$ cat src/design/gjls_pkg.sv
// Package with types, constants and arithmetic helpers of the solver.
package gjls_pkg;
  localparam int unsigned MaxUnknowns = 8;
  localparam int unsigned DataW = 32;
  localparam int unsigned FracW = 16;

  localparam logic [1:0] StatusDetermined   = 2'd0;
  localparam logic [1:0] StatusIndeterminate = 2'd1;
  localparam logic [1:0] StatusIncompatible = 2'd2;

  localparam logic CfgSize = 1'b0;
  localparam logic CfgTol  = 1'b1;

  typedef enum logic [4:0] {
    S_LOAD,
    S_PIV_RD,
    S_PIV_WAIT,
    S_PIV_CHK,
    S_SRCH_RD,
    S_SRCH_WAIT,
    S_SRCH_CHK,
    S_SWAP_RDA,
    S_SWAP_RDB,
    S_SWAP_WAIT,
    S_SWAP_WRA,
    S_SWAP_WRB,
    S_CLR_WR,
    S_ROW_RD,
    S_ROW_WAIT,
    S_DIV,
    S_ELM_RDA,
    S_ELM_RDB,
    S_ELM_WAIT,
    S_ELM_MUL,
    S_ELM_WR,
    S_BS_INIT,
    S_BS_RDA,
    S_BS_RDB,
    S_BS_WAIT,
    S_BS_MUL,
    S_BS_ACC,
    S_BS_DIAG,
    S_BS_DIV,
    S_EMIT
  } gjls_state_e;

  // Saturate a 64-bit signed value to 32 bits.
  function automatic logic signed [31:0] sat32(input logic signed [63:0] v);
    logic signed [63:0] hi;
    logic signed [63:0] lo;
    hi = 64'sh0000_0000_7FFF_FFFF;
    lo = -64'sh0000_0000_8000_0000;
    if (v > hi) return 32'sh7FFF_FFFF;
    else if (v < lo) return 32'sh8000_0000;
    else return v[31:0];
  endfunction
endpackage

$ cat src/design/gjls_ctrl.sv
// Controller state machine sequencing load, elimination and back substitution.
module gjls_ctrl import gjls_pkg::*; #(
  parameter int unsigned MaxN = MaxUnknowns
) (
  input  logic        clk_i,
  input  logic        rst_ni,
  input  logic        cfg_we_i,
  input  logic        cfg_idx_i,
  input  logic [3:0]  cfg_size_i,
  input  logic        in_valid_i,
  output logic        in_ready_o,
  output logic        out_valid_o,
  input  logic        out_ready_i,
  output logic [3:0]  out_var_o,
  output logic [1:0]  out_status_o,
  output logic        out_last_o,
  output logic [$clog2(MaxN*(MaxN+1))-1:0] addr_o,
  output logic        we_o,
  output logic [1:0]  wsel_o,
  output logic        lat_a_o,
  output logic        lat_b_o,
  output logic        lat_piv_o,
  output logic        lat_f_o,
  output logic        mul_fb_o,
  output logic        mul_sol_o,
  output logic        lat_prod_o,
  output logic        acc_clr_o,
  output logic        acc_add_o,
  output logic        div_elim_o,
  output logic        div_bs_o,
  output logic        sol_we_o,
  output logic        sol_zero_o,
  output logic [$clog2(MaxN)-1:0] sol_idx_o,
  input  logic signed [31:0] rdata_i,
  input  logic        div_done_i,
  input  logic        tol_ok_i
);
  localparam int unsigned IW = $clog2(MaxN);
  localparam int unsigned AW = $clog2(MaxN*(MaxN+1));
  localparam int unsigned CW = $clog2(MaxN+2);

  gjls_state_e st_q, st_d;
  logic [3:0]    size_q, size_d;
  logic [AW:0]   cnt_q, cnt_d;
  logic [CW-1:0] r_q, r_d, c_q, c_d;
  logic [CW-1:0] i_q, i_d, j_q, j_d, k_q, k_d;
  logic [CW-1:0] n;
  logic [3:0]    ord_q [MaxN];
  logic [3:0]    ord_d [MaxN];
  logic [1:0]    kind_q, kind_d;
  logic          inc_q, inc_d;
  logic [CW-1:0] eo_q, eo_d;
  logic [AW:0]   total;

  always_comb begin
    if (size_q == 4'd0) n = CW'(1);
    else if (32'(size_q) > MaxN) n = CW'(MaxN);
    else n = CW'(size_q);
    total = (AW+1)'(32'(n) * (32'(n) + 1));
  end

  function automatic logic [AW-1:0] adr(input logic [CW-1:0] r, input logic [CW-1:0] c);
    return AW'(32'(r) * (MaxN + 1) + 32'(c));
  endfunction

  // Next-state and register update.
  always_comb begin
    st_d = st_q; size_d = size_q; cnt_d = cnt_q; r_d = r_q; c_d = c_q;
    i_d = i_q; j_d = j_q; k_d = k_q; ord_d = ord_q; kind_d = kind_q;
    inc_d = inc_q; eo_d = eo_q;
    unique case (st_q)
      S_LOAD: begin
        if (in_valid_i) begin
          if (c_q == n) begin c_d = '0; r_d = r_q + CW'(1); end
          else c_d = c_q + CW'(1);
          cnt_d = cnt_q + 1'b1;
          if (cnt_q + 1'b1 == total) begin
            st_d = S_PIV_RD; i_d = '0;
          end
        end
      end
      S_PIV_RD: st_d = S_PIV_WAIT;
      S_PIV_WAIT: st_d = S_PIV_CHK;
      S_PIV_CHK: begin
        if (rdata_i != 0) begin st_d = S_ROW_RD; j_d = '0; end
        else begin j_d = i_q + CW'(1); st_d = S_SRCH_RD; end
      end
      S_SRCH_RD: begin
        if (j_q >= n) begin st_d = S_CLR_WR; k_d = '0; end
        else st_d = S_SRCH_WAIT;
      end
      S_SRCH_WAIT: st_d = S_SRCH_CHK;
      S_SRCH_CHK: begin
        if (rdata_i != 0) begin
          st_d = S_SWAP_RDA; k_d = '0;
          ord_d[i_q[IW-1:0]] = ord_q[j_q[IW-1:0]];
          ord_d[j_q[IW-1:0]] = ord_q[i_q[IW-1:0]];
        end else begin
          j_d = j_q + CW'(1); st_d = S_SRCH_RD;
        end
      end
      S_SWAP_RDA: st_d = S_SWAP_RDB;
      S_SWAP_RDB: st_d = S_SWAP_WAIT;
      S_SWAP_WAIT: st_d = S_SWAP_WRA;
      S_SWAP_WRA: st_d = S_SWAP_WRB;
      S_SWAP_WRB: begin
        if (k_q + CW'(1) == n) st_d = S_PIV_RD;
        else begin k_d = k_q + CW'(1); st_d = S_SWAP_RDA; end
      end
      S_CLR_WR: begin
        // A cleared column has no pivot, so elimination moves to the next column.
        if (k_q + CW'(1) == n) begin
          if (i_q + CW'(1) == n) st_d = S_BS_INIT;
          else begin i_d = i_q + CW'(1); st_d = S_PIV_RD; end
        end else k_d = k_q + CW'(1);
      end
      S_ROW_RD: begin
        if (j_q == i_q) j_d = j_q + CW'(1);
        else if (j_q >= n) begin
          if (i_q + CW'(1) == n) st_d = S_BS_INIT;
          else begin i_d = i_q + CW'(1); st_d = S_PIV_RD; end
        end else st_d = S_ROW_WAIT;
      end
      S_ROW_WAIT: st_d = S_DIV;
      S_DIV: if (div_done_i) begin st_d = S_ELM_RDA; k_d = '0; end
      S_ELM_RDA: st_d = S_ELM_RDB;
      S_ELM_RDB: st_d = S_ELM_WAIT;
      S_ELM_WAIT: st_d = S_ELM_MUL;
      S_ELM_MUL: st_d = S_ELM_WR;
      S_ELM_WR: begin
        if (k_q == n) begin j_d = j_q + CW'(1); st_d = S_ROW_RD; end
        else begin k_d = k_q + CW'(1); st_d = S_ELM_RDA; end
      end
      S_BS_INIT: begin
        kind_d = StatusDetermined; inc_d = 1'b0;
        i_d = n - CW'(1); j_d = n; st_d = S_BS_RDA;
      end
      S_BS_RDA: begin
        if (j_q < n) st_d = S_BS_RDB;
        else st_d = S_BS_RDB;
      end
      S_BS_RDB: st_d = S_BS_WAIT;
      S_BS_WAIT: st_d = (j_q < n) ? S_BS_MUL : S_BS_DIAG;
      S_BS_MUL: st_d = S_BS_ACC;
      S_BS_ACC: begin j_d = j_q + CW'(1); st_d = S_BS_RDA; end
      S_BS_DIAG: begin
        if (rdata_i == 0) begin
          if (tol_ok_i) begin
            kind_d = StatusIndeterminate;
            if (i_q == '0) begin st_d = S_EMIT; eo_d = '0; end
            else begin i_d = i_q - CW'(1); j_d = i_q; st_d = S_BS_RDA; end
          end else begin
            inc_d = 1'b1; st_d = S_EMIT; eo_d = '0;
          end
        end else st_d = S_BS_DIV;
      end
      S_BS_DIV: begin
        if (div_done_i) begin
          if (i_q == '0) begin st_d = S_EMIT; eo_d = '0; end
          else begin i_d = i_q - CW'(1); j_d = i_q; st_d = S_BS_RDA; end
        end
      end
      S_EMIT: begin
        if (out_ready_i) begin
          if (inc_q || eo_q + CW'(1) == n) begin
            st_d = S_LOAD; cnt_d = '0; r_d = '0; c_d = '0;
            for (int m = 0; m < MaxN; m++) ord_d[m] = 4'(m + 1);
          end else eo_d = eo_q + CW'(1);
        end
      end
      default: st_d = S_LOAD;
    endcase
    if (cfg_we_i && cfg_idx_i == CfgSize) begin
      size_d = cfg_size_i; st_d = S_LOAD; cnt_d = '0; r_d = '0; c_d = '0;
      for (int m = 0; m < MaxN; m++) ord_d[m] = 4'(m + 1);
    end
  end

  // Datapath commands.
  always_comb begin
    addr_o = '0; we_o = 1'b0; wsel_o = 2'd0;
    lat_a_o = 1'b0; lat_b_o = 1'b0; lat_piv_o = 1'b0; lat_f_o = 1'b0;
    mul_fb_o = 1'b0; mul_sol_o = 1'b0; lat_prod_o = 1'b0;
    acc_clr_o = 1'b0; acc_add_o = 1'b0; div_elim_o = 1'b0; div_bs_o = 1'b0;
    sol_we_o = 1'b0; sol_zero_o = 1'b0; sol_idx_o = i_q[IW-1:0];
    in_ready_o = 1'b0; out_valid_o = 1'b0;
    out_var_o = inc_q ? 4'd0 : ord_q[eo_q[IW-1:0]];
    out_status_o = inc_q ? StatusIncompatible : kind_q;
    out_last_o = inc_q || (eo_q + CW'(1) == n);
    unique case (st_q)
      S_LOAD: begin
        in_ready_o = 1'b1; addr_o = adr(r_q, c_q); we_o = in_valid_i; wsel_o = 2'd0;
      end
      S_PIV_RD, S_PIV_WAIT: addr_o = adr(i_q, i_q);
      // A zero pivot also lands in b, which then serves as the clearing word.
      S_PIV_CHK: begin addr_o = adr(i_q, i_q); lat_piv_o = 1'b1; lat_b_o = 1'b1; end
      S_SRCH_RD, S_SRCH_WAIT, S_SRCH_CHK: addr_o = adr(i_q, j_q);
      S_SWAP_RDA: addr_o = adr(k_q, i_q);
      S_SWAP_RDB: begin addr_o = adr(k_q, j_q); lat_a_o = 1'b1; end
      S_SWAP_WAIT: begin addr_o = adr(k_q, j_q); lat_b_o = 1'b1; end
      S_SWAP_WRA: begin addr_o = adr(k_q, i_q); we_o = 1'b1; wsel_o = 2'd2; end
      S_SWAP_WRB: begin addr_o = adr(k_q, j_q); we_o = 1'b1; wsel_o = 2'd1; end
      S_CLR_WR: begin addr_o = adr(k_q, i_q); we_o = 1'b1; wsel_o = 2'd2; end
      S_ROW_RD: addr_o = adr(j_q, i_q);
      S_ROW_WAIT: begin addr_o = adr(j_q, i_q); lat_b_o = 1'b1; div_elim_o = 1'b1; end
      S_DIV: lat_f_o = div_done_i;
      S_ELM_RDA: addr_o = adr(j_q, k_q);
      S_ELM_RDB: begin addr_o = adr(i_q, k_q); lat_a_o = 1'b1; end
      S_ELM_WAIT: begin addr_o = adr(i_q, k_q); lat_b_o = 1'b1; end
      S_ELM_MUL: begin mul_fb_o = 1'b1; lat_prod_o = 1'b1; end
      S_ELM_WR: begin addr_o = adr(j_q, k_q); we_o = 1'b1; wsel_o = 2'd3; end
      S_BS_INIT: acc_clr_o = 1'b1;
      S_BS_RDA: addr_o = (j_q < n) ? adr(i_q, j_q) : adr(i_q, n);
      S_BS_RDB: begin
        addr_o = (j_q < n) ? adr(i_q, j_q) : adr(i_q, i_q);
        if (j_q < n) lat_b_o = 1'b1; else lat_a_o = 1'b1;
      end
      S_BS_WAIT: begin
        addr_o = (j_q < n) ? adr(i_q, j_q) : adr(i_q, i_q);
        if (j_q >= n) lat_piv_o = 1'b1;
      end
      S_BS_MUL: begin
        mul_sol_o = 1'b1; lat_prod_o = 1'b1; sol_idx_o = j_q[IW-1:0];
      end
      S_BS_ACC: acc_add_o = 1'b1;
      S_BS_DIAG: begin
        addr_o = adr(i_q, i_q);
        if (rdata_i == 0) begin
          if (tol_ok_i) begin sol_we_o = 1'b1; sol_zero_o = 1'b1; acc_clr_o = 1'b1; end
        end else div_bs_o = 1'b1;
      end
      S_BS_DIV: if (div_done_i) begin sol_we_o = 1'b1; acc_clr_o = 1'b1; end
      S_EMIT: begin out_valid_o = 1'b1; sol_idx_o = eo_q[IW-1:0]; end
      default: ;
    endcase
  end

  always_ff @(posedge clk_i or negedge rst_ni) begin
    if (!rst_ni) begin
      st_q <= S_LOAD; size_q <= 4'd8; cnt_q <= '0; r_q <= '0; c_q <= '0;
      i_q <= '0; j_q <= '0; k_q <= '0; kind_q <= StatusDetermined;
      inc_q <= 1'b0; eo_q <= '0;
      for (int m = 0; m < MaxN; m++) ord_q[m] <= 4'(m + 1);
    end else begin
      st_q <= st_d; size_q <= size_d; cnt_q <= cnt_d; r_q <= r_d; c_q <= c_d;
      i_q <= i_d; j_q <= j_d; k_q <= k_d; kind_q <= kind_d;
      inc_q <= inc_d; eo_q <= eo_d; ord_q <= ord_d;
    end
  end
endmodule

$ cat config.mk
export PLATFORM = sky130hd
export DESIGN_NAME = gjls_ctrl
export DESIGN_NICKNAME = d
export VERILOG_FILES = /design/src/design/gjls_pkg.sv /design/src/design/gjls_ctrl.sv
export SDC_FILE = /design/constraint.sdc
export NUM_CORES = 1
export LEC_CHECK = 0
export BUFFER_PORTS_ARGS = -buffer_cell sky130_fd_sc_hd__buf_4
export CORE_MARGIN = 2
export CORE_UTILIZATION = 60
export DETAILED_ROUTE_END_ITERATION = 10
export HOLD_SLACK_MARGIN = 0.15
export PLACE_DENSITY_LB_ADDON = 0.05
export SLEW_MARGIN = 30
export SYNTH_ARGS = -nofsm -noshare
export SYNTH_HDL_FRONTEND = slang
export SYNTH_SLANG_ARGS = --single-unit
$ cat constraint.sdc
create_clock -name clk_i -period 6.37 [get_ports clk_i]
set_input_delay 1.274 -clock clk_i [delete_from_list [all_inputs] [get_ports clk_i]]
set_output_delay 1.274 -clock clk_i [all_outputs]
set_load 0.05 [all_outputs]
==> After elaboration in Yosys (flattened, before gate mapping) <==
Index checks and enable logic that the tools add are counted.
{ "totals": {"ff_bits": 76, "input_bits": 44, "output_inout_bits": 35, "elab_cells": 288} }
{ "op_classes": {"n_addsub": 19, "multipliers": 5, "magnitude_cmp": 8, "eq_ne": 65, "mux": 127, "bitwise": 4, "reduce_logical": 41} }
{ "ops": {"columns": ["op", "count"], "rows": [
  ["4-bit two-way mux", 51],
  ["5-bit one-hot mux with 29 select lines", 1],
  ["32-bit two-way mux", 4],
  ["5-bit equality test, second input constant", 14],
  ["5-bit two-way mux", 14],
  ["7-bit one-hot mux with 10 select lines", 1],
  ["32-bit bitwise mux", 2],
  ["32-bit one-hot mux with 2 select lines", 1],
  ["7-bit by 4-bit adder with 7-bit output", 9],
  ["5-bit by 4-bit equality test with 1-bit output, second input constant", 8],
  ["2-bit inequality test, second input constant", 19],
  ["4-bit binary-select mux with 3-bit select", 3],
  ["32-bit logical NOT", 1],
  ["8-bit two-way mux", 4],
  ["4-bit one-hot mux with 8 select lines", 1],
  ["32-bit nonzero test", 1],
  ["3-bit inequality test, second input constant", 10],
  ["4-bit by 4-bit multiplier with 7-bit output, second input constant", 4],
  ["4-bit by 1-bit adder with 4-bit output, second input constant", 6],
  ["4-bit demux with 3-bit select", 2],
  ["4-bit equality test", 6],
  ["4-bit one-hot mux with 6 select lines", 1],
  ["5-bit by 3-bit equality test with 1-bit output, second input constant", 4],
  ["4-bit one-hot mux with 5 select lines", 1],
  ["other kinds (45)", 101]
]} }

==> Longest topological paths before layout <==
{ "logic_depth": {"depth_word": 10, "mapped_depth": 18, "ltp_nobuf": 17} }

==> Worst setup path after synthesis <==
No wires, ideal clock.
{ "synth_path": {"kind": "register to output", "start": "reg size_q[3]", "end": "out addr_o[4]", "arrival_ns": 4.220, "t_required_ns": 5.096, "slack_ns": 0.876, "stages_incl_launch_ff": 12, "path_buffers": 2, "cell_sequence": "dfstp_2 > clkbuf_4 > buf_6 > nor2_1 > ha_1 > fa_1 > a21o_1 > a21oi_1 > xnor2_1 > a211oi_1 > o21a_1 > o311ai_0"} }
{ "synth_between": {"elab_chain_len": 6, "elab_cells_between_ends": 9, "cone_classes": "add/sub (1); order compare (2); mux (5); reduce/logical (1)"} }
{ "synth_lines": {"columns": ["element", "line_no", "source"], "rows": [
  ["start: declaration", "gjls_ctrl.sv:43", "logic [3:0] size_q, size_d;"],
  ["start signal: assignment", "gjls_ctrl.sv:240", "st_q <= S_LOAD; size_q <= 4'd8; cnt_q <= '0; r_q <= '0; c_q <= '0;"],
  ["start signal: assignment", "gjls_ctrl.sv:245", "st_q <= st_d; size_q <= size_d; cnt_q <= cnt_d; r_q <= r_d; c_q <= c_d;"],
  ["4-bit greater-than comparator", "gjls_ctrl.sv:57", "else if (32'(size_q) > MaxN) n = CW'(MaxN);"],
  ["4-bit two-way mux", "gjls_ctrl.sv:57", null],
  ["4-bit two-way mux (*)", "gjls_ctrl.sv:56", "if (size_q == 4'd0) n = CW'(1);"],
  ["7-bit by 4-bit adder with 7-bit output or 4-bit less-than comparator (tied branches)", null, null],
  ["7-bit two-way mux, on equally long branches", "gjls_ctrl.sv:213, gjls_ctrl.sv:215, gjls_ctrl.sv:219", null],
  ["7-bit one-hot mux with 10 select lines (*)", "gjls_ctrl.sv:190", "unique case (st_q)"],
  ["end: declaration", "gjls_ctrl.sv:17", "output logic [$clog2(MaxN*(MaxN+1))-1:0] addr_o,"]
]} }
Every way passes the cells marked *; elsewhere a longest branch is shown, timed or not.

==> Worst setup path after layout <==
{ "layout_path": {"start": "reg size_q[1]", "end": "reg st_q[1]"} }
{ "layout_between": {"elab_chain_len": 8, "elab_cells_between_ends": 22, "cone_classes": "add/sub (1); mul (1); order compare (3); eq/ne (6); mux (8); reduce/logical (3)"} }
{ "layout_lines": {"columns": ["element", "line_no", "source"], "rows": [
  ["4-bit greater-than comparator", "gjls_ctrl.sv:57", null],
  ["4-bit two-way mux", "gjls_ctrl.sv:57", null],
  ["4-bit two-way mux (*)", "gjls_ctrl.sv:56", null],
  ["4-bit by 1-bit adder with 5-bit output or 4-bit >= comparator (tied branches)", "gjls_ctrl.sv:59, gjls_ctrl.sv:119", null],
  ["4-bit by 5-bit multiplier with 8-bit output or 5-bit two-way mux (tied branches)", "gjls_ctrl.sv:59, gjls_ctrl.sv:119", null],
  ["8-bit equality test or 5-bit two-way mux (tied branches)", "gjls_ctrl.sv:77, gjls_ctrl.sv:118", null],
  ["3-bit inequality test (no line) or 5-bit one-hot mux with 29 select lines (tied branches)", null, null],
  ["8-bit AND reduction (no line) or 5-bit two-way mux (tied branches)", null, null],
  ["end signal: assignment", "gjls_ctrl.sv:240", null],
  ["end signal: assignment", "gjls_ctrl.sv:245", null],
  ["end: declaration", "gjls_ctrl.sv:42", "gjls_state_e st_q, st_d;"]
]} }
Every way passes the cells marked *; elsewhere a longest branch is shown, timed or not. The select of a mux whose other input is x is not followed.
A chain may end at the register's enable or synchronous reset.

==> flow_metrics.tcl <==
set metrics [dict create \
    outcome "finished clean" \
    globalRouteTotalUtil 0.3923 \
    layout-drive-gt1-share 0.1501 \
    timing.slew.headroom 0.2138 \
    clock_tree_from_tritoncts "done" \
    layout.cells.most_common "sky130_fd_sc_hd__nand2_1" \
    drt.antenna.violating_nets 0 \
    path_class "register to register" \
    crit-reg2reg-capture "st_q[1]" \
    finalCriticalPeriod_ns 5.527 \
    setup.worst_path.start_class "register" \
    reg2regPathDepth 17 \
    synthArstFlopShare 1.000 \
    clk_pin_slew_worst_paths_ns 0.06 \
    grt_max_degree 76 \
    timing.setup.tns_ns 0 \
    max_slew.worst_pin.slew_ns 1.176 \
    totalWireLength_um 31620 \
    ys_dominant_reg_cell "sky130_fd_sc_hd__dfrtp_1" \
    detail_route.vias_per_cell 7.171 \
    row_count 45 \
    clock_skew_ns 0.004633 \
    wl_per_cell_um 23.35 \
    dieHeight_um 127.7 \
    first_global_vias 9132 \
    synth_seq_cells 75 \
    mappedNetlistArea_um2 9184 \
    post_cts_buffers 0 \
    leading_cell_types_in_the_layout_fill_and_taps_excluded "99 x sky130_fd_sc_hd__nand2_1, 91 x sky130_fd_sc_hd__buf_4, 72 x sky130_fd_sc_hd__nor2_1" \
    synth.avg_cell_area_um2 8.178 \
    unrepaired_setup_endpoints_after_global_routing "no" \
    final_design_area_no_fill_um2 10170 \
    hpwl_um 23480 \
    detail_route.first_pass.iterations 8 \
    timing.hold.worst.class "register to register" \
    grt_pass1_wl_um 50220 \
    maximum_resistive_drop_on_vdd_mv 0.1658 \
    drt_iter0_drc 1720 \
    grt_antenna_before_repair 0 \
    synth.yosys.seq_area_share 0.2063 \
    max_stage_delay_ns 0.56 \
    top_layer "met4" \
    critical_path.n_buffers_inverters 2 \
    global_route.overflow_total 0 \
    num-fill-cells 1322 \
    htree_num_levels 3 \
    io_pins 79 \
    cellPowerDensity_nw_per_um2 333.3 \
    antenna_cells_inserted 0 \
    cp_slowest_cell "sky130_fd_sc_hd__fa_1" \
    cts_inserted_buffers 9 \
    synthDistinctLibCells 94 \
    critPathRequiredTime_ns 6.58 \
    report.final.hold_viol_count 0 \
    slew_violations 0 \
    critPathTopFamily "adder cells" \
    timing.critical_path.to "st_q[1]" \
    cts.repair.resized 0 \
    clockBufferDepth 2 \
    crit_path_start "size_q[1]" \
    reg2reg_from "size_q[1]" \
    finish.net_count 1286 \
    worstSkewPairLatency_ns 0.35 \
    met3_length_um 3864 \
    setup.worst_path.end_class "register" \
    timing.critical_path.depth 17 \
    flow.area_growth_from_synthesis_pct 10.74 \
    rrSetupSlack_ns 0.84 \
    synth-edff-count 0 \
    portBuffers 78 \
    crit_path_frequent_cell "sky130_fd_sc_hd__fa_1" \
    arrival_ns 5.73 \
    vias 9709 \
    dpl-instance-area_um2 9818 \
    cts.sink_count 75 \
    setup_viol_count_final 0 \
    power.static_leakage_nw 4.536 \
    gp_congestion 1.057 \
    fp.dieW_um 127.7 \
    wl_met1_um 12650 \
    cap_violations 0 \
    post_cts_hold_buffer_count 0 \
    dieArea_um2 16310 \
    synth_cells 1123 \
    critical_path.cell_chain "o21ba_2 -> nor2_1 -> ha_1 -> inv_1 -> ha_1 -> nand2b_1 -> fa_1 -> fa_1 -> inv_1 -> fa_1 -> xor2_1 -> xnor2_1 -> nor4_1 -> nand4_1 -> o21a_1 -> nor4_2 -> o32ai_1" \
    remaining_drc_errors 0 \
    final_period_utilization 0.8677 \
    met2_wirelength_um 13700 \
    starting_density 0.6086 \
    core_area_um2 15090 \
    timing.fmax_mhz 180.9 \
    cts_root_buffer "sky130_fd_sc_hd__clkbuf_16" \
    ys_warn_count 0 \
    timing.critical_path.fanout_max 11 \
]
-- metrics by stage --
stage | total power, mW | utilization | std cells | hold slack (ns) | setup WS, ns
2_1_floorplan | 2.155 | - | 1124 | 0.4514 | 0.8759
3_5_place_dp | 2.728 | 0.6507 | 1338 | 0.4760 | 0.9008
5_1_grt | 3.562 | 0.6740 | 1354 | 0.5154 | 0.4246
6_report | 3.390 | 0.6740 | 1354 | 0.4916 | 0.8430
3_3_place_gp | 2.728 | 0.6489 | 1337 | 0.4686 | 1.078
4_1_cts | 3.311 | 0.6726 | 1354 | 0.4912 | 0.8480
-- worst register-to-register path, cell delays in order, from the launching register on --
cell and delay (ns):
sky130_fd_sc_hd__dfrtp_1 0.53, sky130_fd_sc_hd__o21ba_2 0.32, sky130_fd_sc_hd__nor2_1 0.43, sky130_fd_sc_hd__ha_1 0.23, sky130_fd_sc_hd__inv_1 0.04, sky130_fd_sc_hd__ha_1 0.30, sky130_fd_sc_hd__nand2b_1 0.17, sky130_fd_sc_hd__fa_1 0.48
sky130_fd_sc_hd__fa_1 0.55, sky130_fd_sc_hd__inv_1 0.07, sky130_fd_sc_hd__fa_1 0.56, sky130_fd_sc_hd__xor2_1 0.18, sky130_fd_sc_hd__xnor2_1 0.08, sky130_fd_sc_hd__nor4_1 0.38, sky130_fd_sc_hd__nand4_1 0.26, sky130_fd_sc_hd__o21a_1 0.28
sky130_fd_sc_hd__nor4_2 0.33, sky130_fd_sc_hd__o32ai_1 0.17
-- cells in the mapped netlist (10+ instances only) --
cell,count,area share
sky130_fd_sc_hd__nand2_1,99,0.040
sky130_fd_sc_hd__nor2_1,72,0.029
sky130_fd_sc_hd__ha_1,70,0.095
sky130_fd_sc_hd__a21oi_1,61,0.033
sky130_fd_sc_hd__dfrtp_1,61,0.17
sky130_fd_sc_hd__o21ai_0,61,0.033
sky130_fd_sc_hd__inv_1,60,0.025
sky130_fd_sc_hd__a22oi_1,52,0.043
sky130_fd_sc_hd__clkbuf_1,37,0.015
sky130_fd_sc_hd__o22ai_1,36,0.025
sky130_fd_sc_hd__xnor2_1,34,0.032
sky130_fd_sc_hd__nand3_1,30,0.016
sky130_fd_sc_hd__a22o_1,28,0.027
sky130_fd_sc_hd__xor2_1,24,0.023
sky130_fd_sc_hd__nor3_1,21,0.011
sky130_fd_sc_hd__mux2i_1,20,0.022
sky130_fd_sc_hd__nor2b_1,19,0.013
sky130_fd_sc_hd__a21o_1,15,0.012
sky130_fd_sc_hd__nand2b_1,15,0.010
sky130_fd_sc_hd__buf_2,14,0.0076
sky130_fd_sc_hd__dfstp_2,14,0.040
sky130_fd_sc_hd__nor4_1,14,0.0095
sky130_fd_sc_hd__and3_1,13,0.0089
sky130_fd_sc_hd__or3_1,13,0.0089
sky130_fd_sc_hd__fa_1,11,0.024
sky130_fd_sc_hd__a211oi_1,10,0.0082
sky130_fd_sc_hd__nand4_1,10,0.0068
sky130_fd_sc_hd__o21a_1,10,0.0082
sky130_fd_sc_hd__o31ai_1,10,0.0082
-- final cells by class --
type,instances,area (µm²),area share
Multi-Input combinational cell,916,6750,0.6638
Sequential cell,75,1896,0.1864
Timing Repair Buffer,93,709.4,0.06976
Clock buffer,12,279.0,0.02744
Inverter,66,247.7,0.02436
Tap cell,188,235.2,0.02313
Clock inverter,4,52.55,0.005167
-- worst min-delay path by stage --
| stage | start | to | slack, ns | depth (start not counted) |
|---|---|---|---|---|
| after floorplan | ord_q[3] | ord_q[3] | 0.45 | 2 |
| after global placement | kind_q[0] | kind_q[0] | 0.47 | 2 |
| after detailed placement | ord_q[3] | ord_q[3] | 0.48 | 2 |
| after CTS | ord_q[3] | ord_q[3] | 0.49 | 2 |
| after global routing | ord_q[10] | ord_q[10] | 0.52 | 2 |
| final | kind_q[0] | kind_q[0] | 0.49 | 2 |
-- sequential cells by signal (all words and copies together) (netlist names) --
register	cells
ord_q	32
cnt_q	8
st_q	5
c_q	4
eo_q	4
i_q	4
j_q	4
k_q	4
r_q	4
size_q	4
inc_q	1
kind_q	1
-- report_power, final --
part | internal, mW | switching [mW] | leakage, nW
clock | 0.353 | 0.219 | 0.163
sequential | 0.547 | 0.145 | 0.975
combinational | 0.728 | 1.40 | 3.40
total | 1.63 | 1.76 | 4.54
-- logic make-up after synthesis --
logic type	after synthesis	share of synthesized area
compound gates	370	0.2834
other cells	2	0.0008177
fa+ha+maj	81	0.1193
mux	37	0.05327
simple gates	362	0.2074
flops	75	0.2063
buf+inv	133	0.06199
xor+xnor	63	0.06758
-- routing by layer --
metal  vias to the layer above  track usage
met2                       729       0.5967
met1                      4516       0.5455
met5                         -            0
met4                         0       0.1597
met3                       155      0.08389
li1                       4309            -
(Power assumes the default switching activity.)
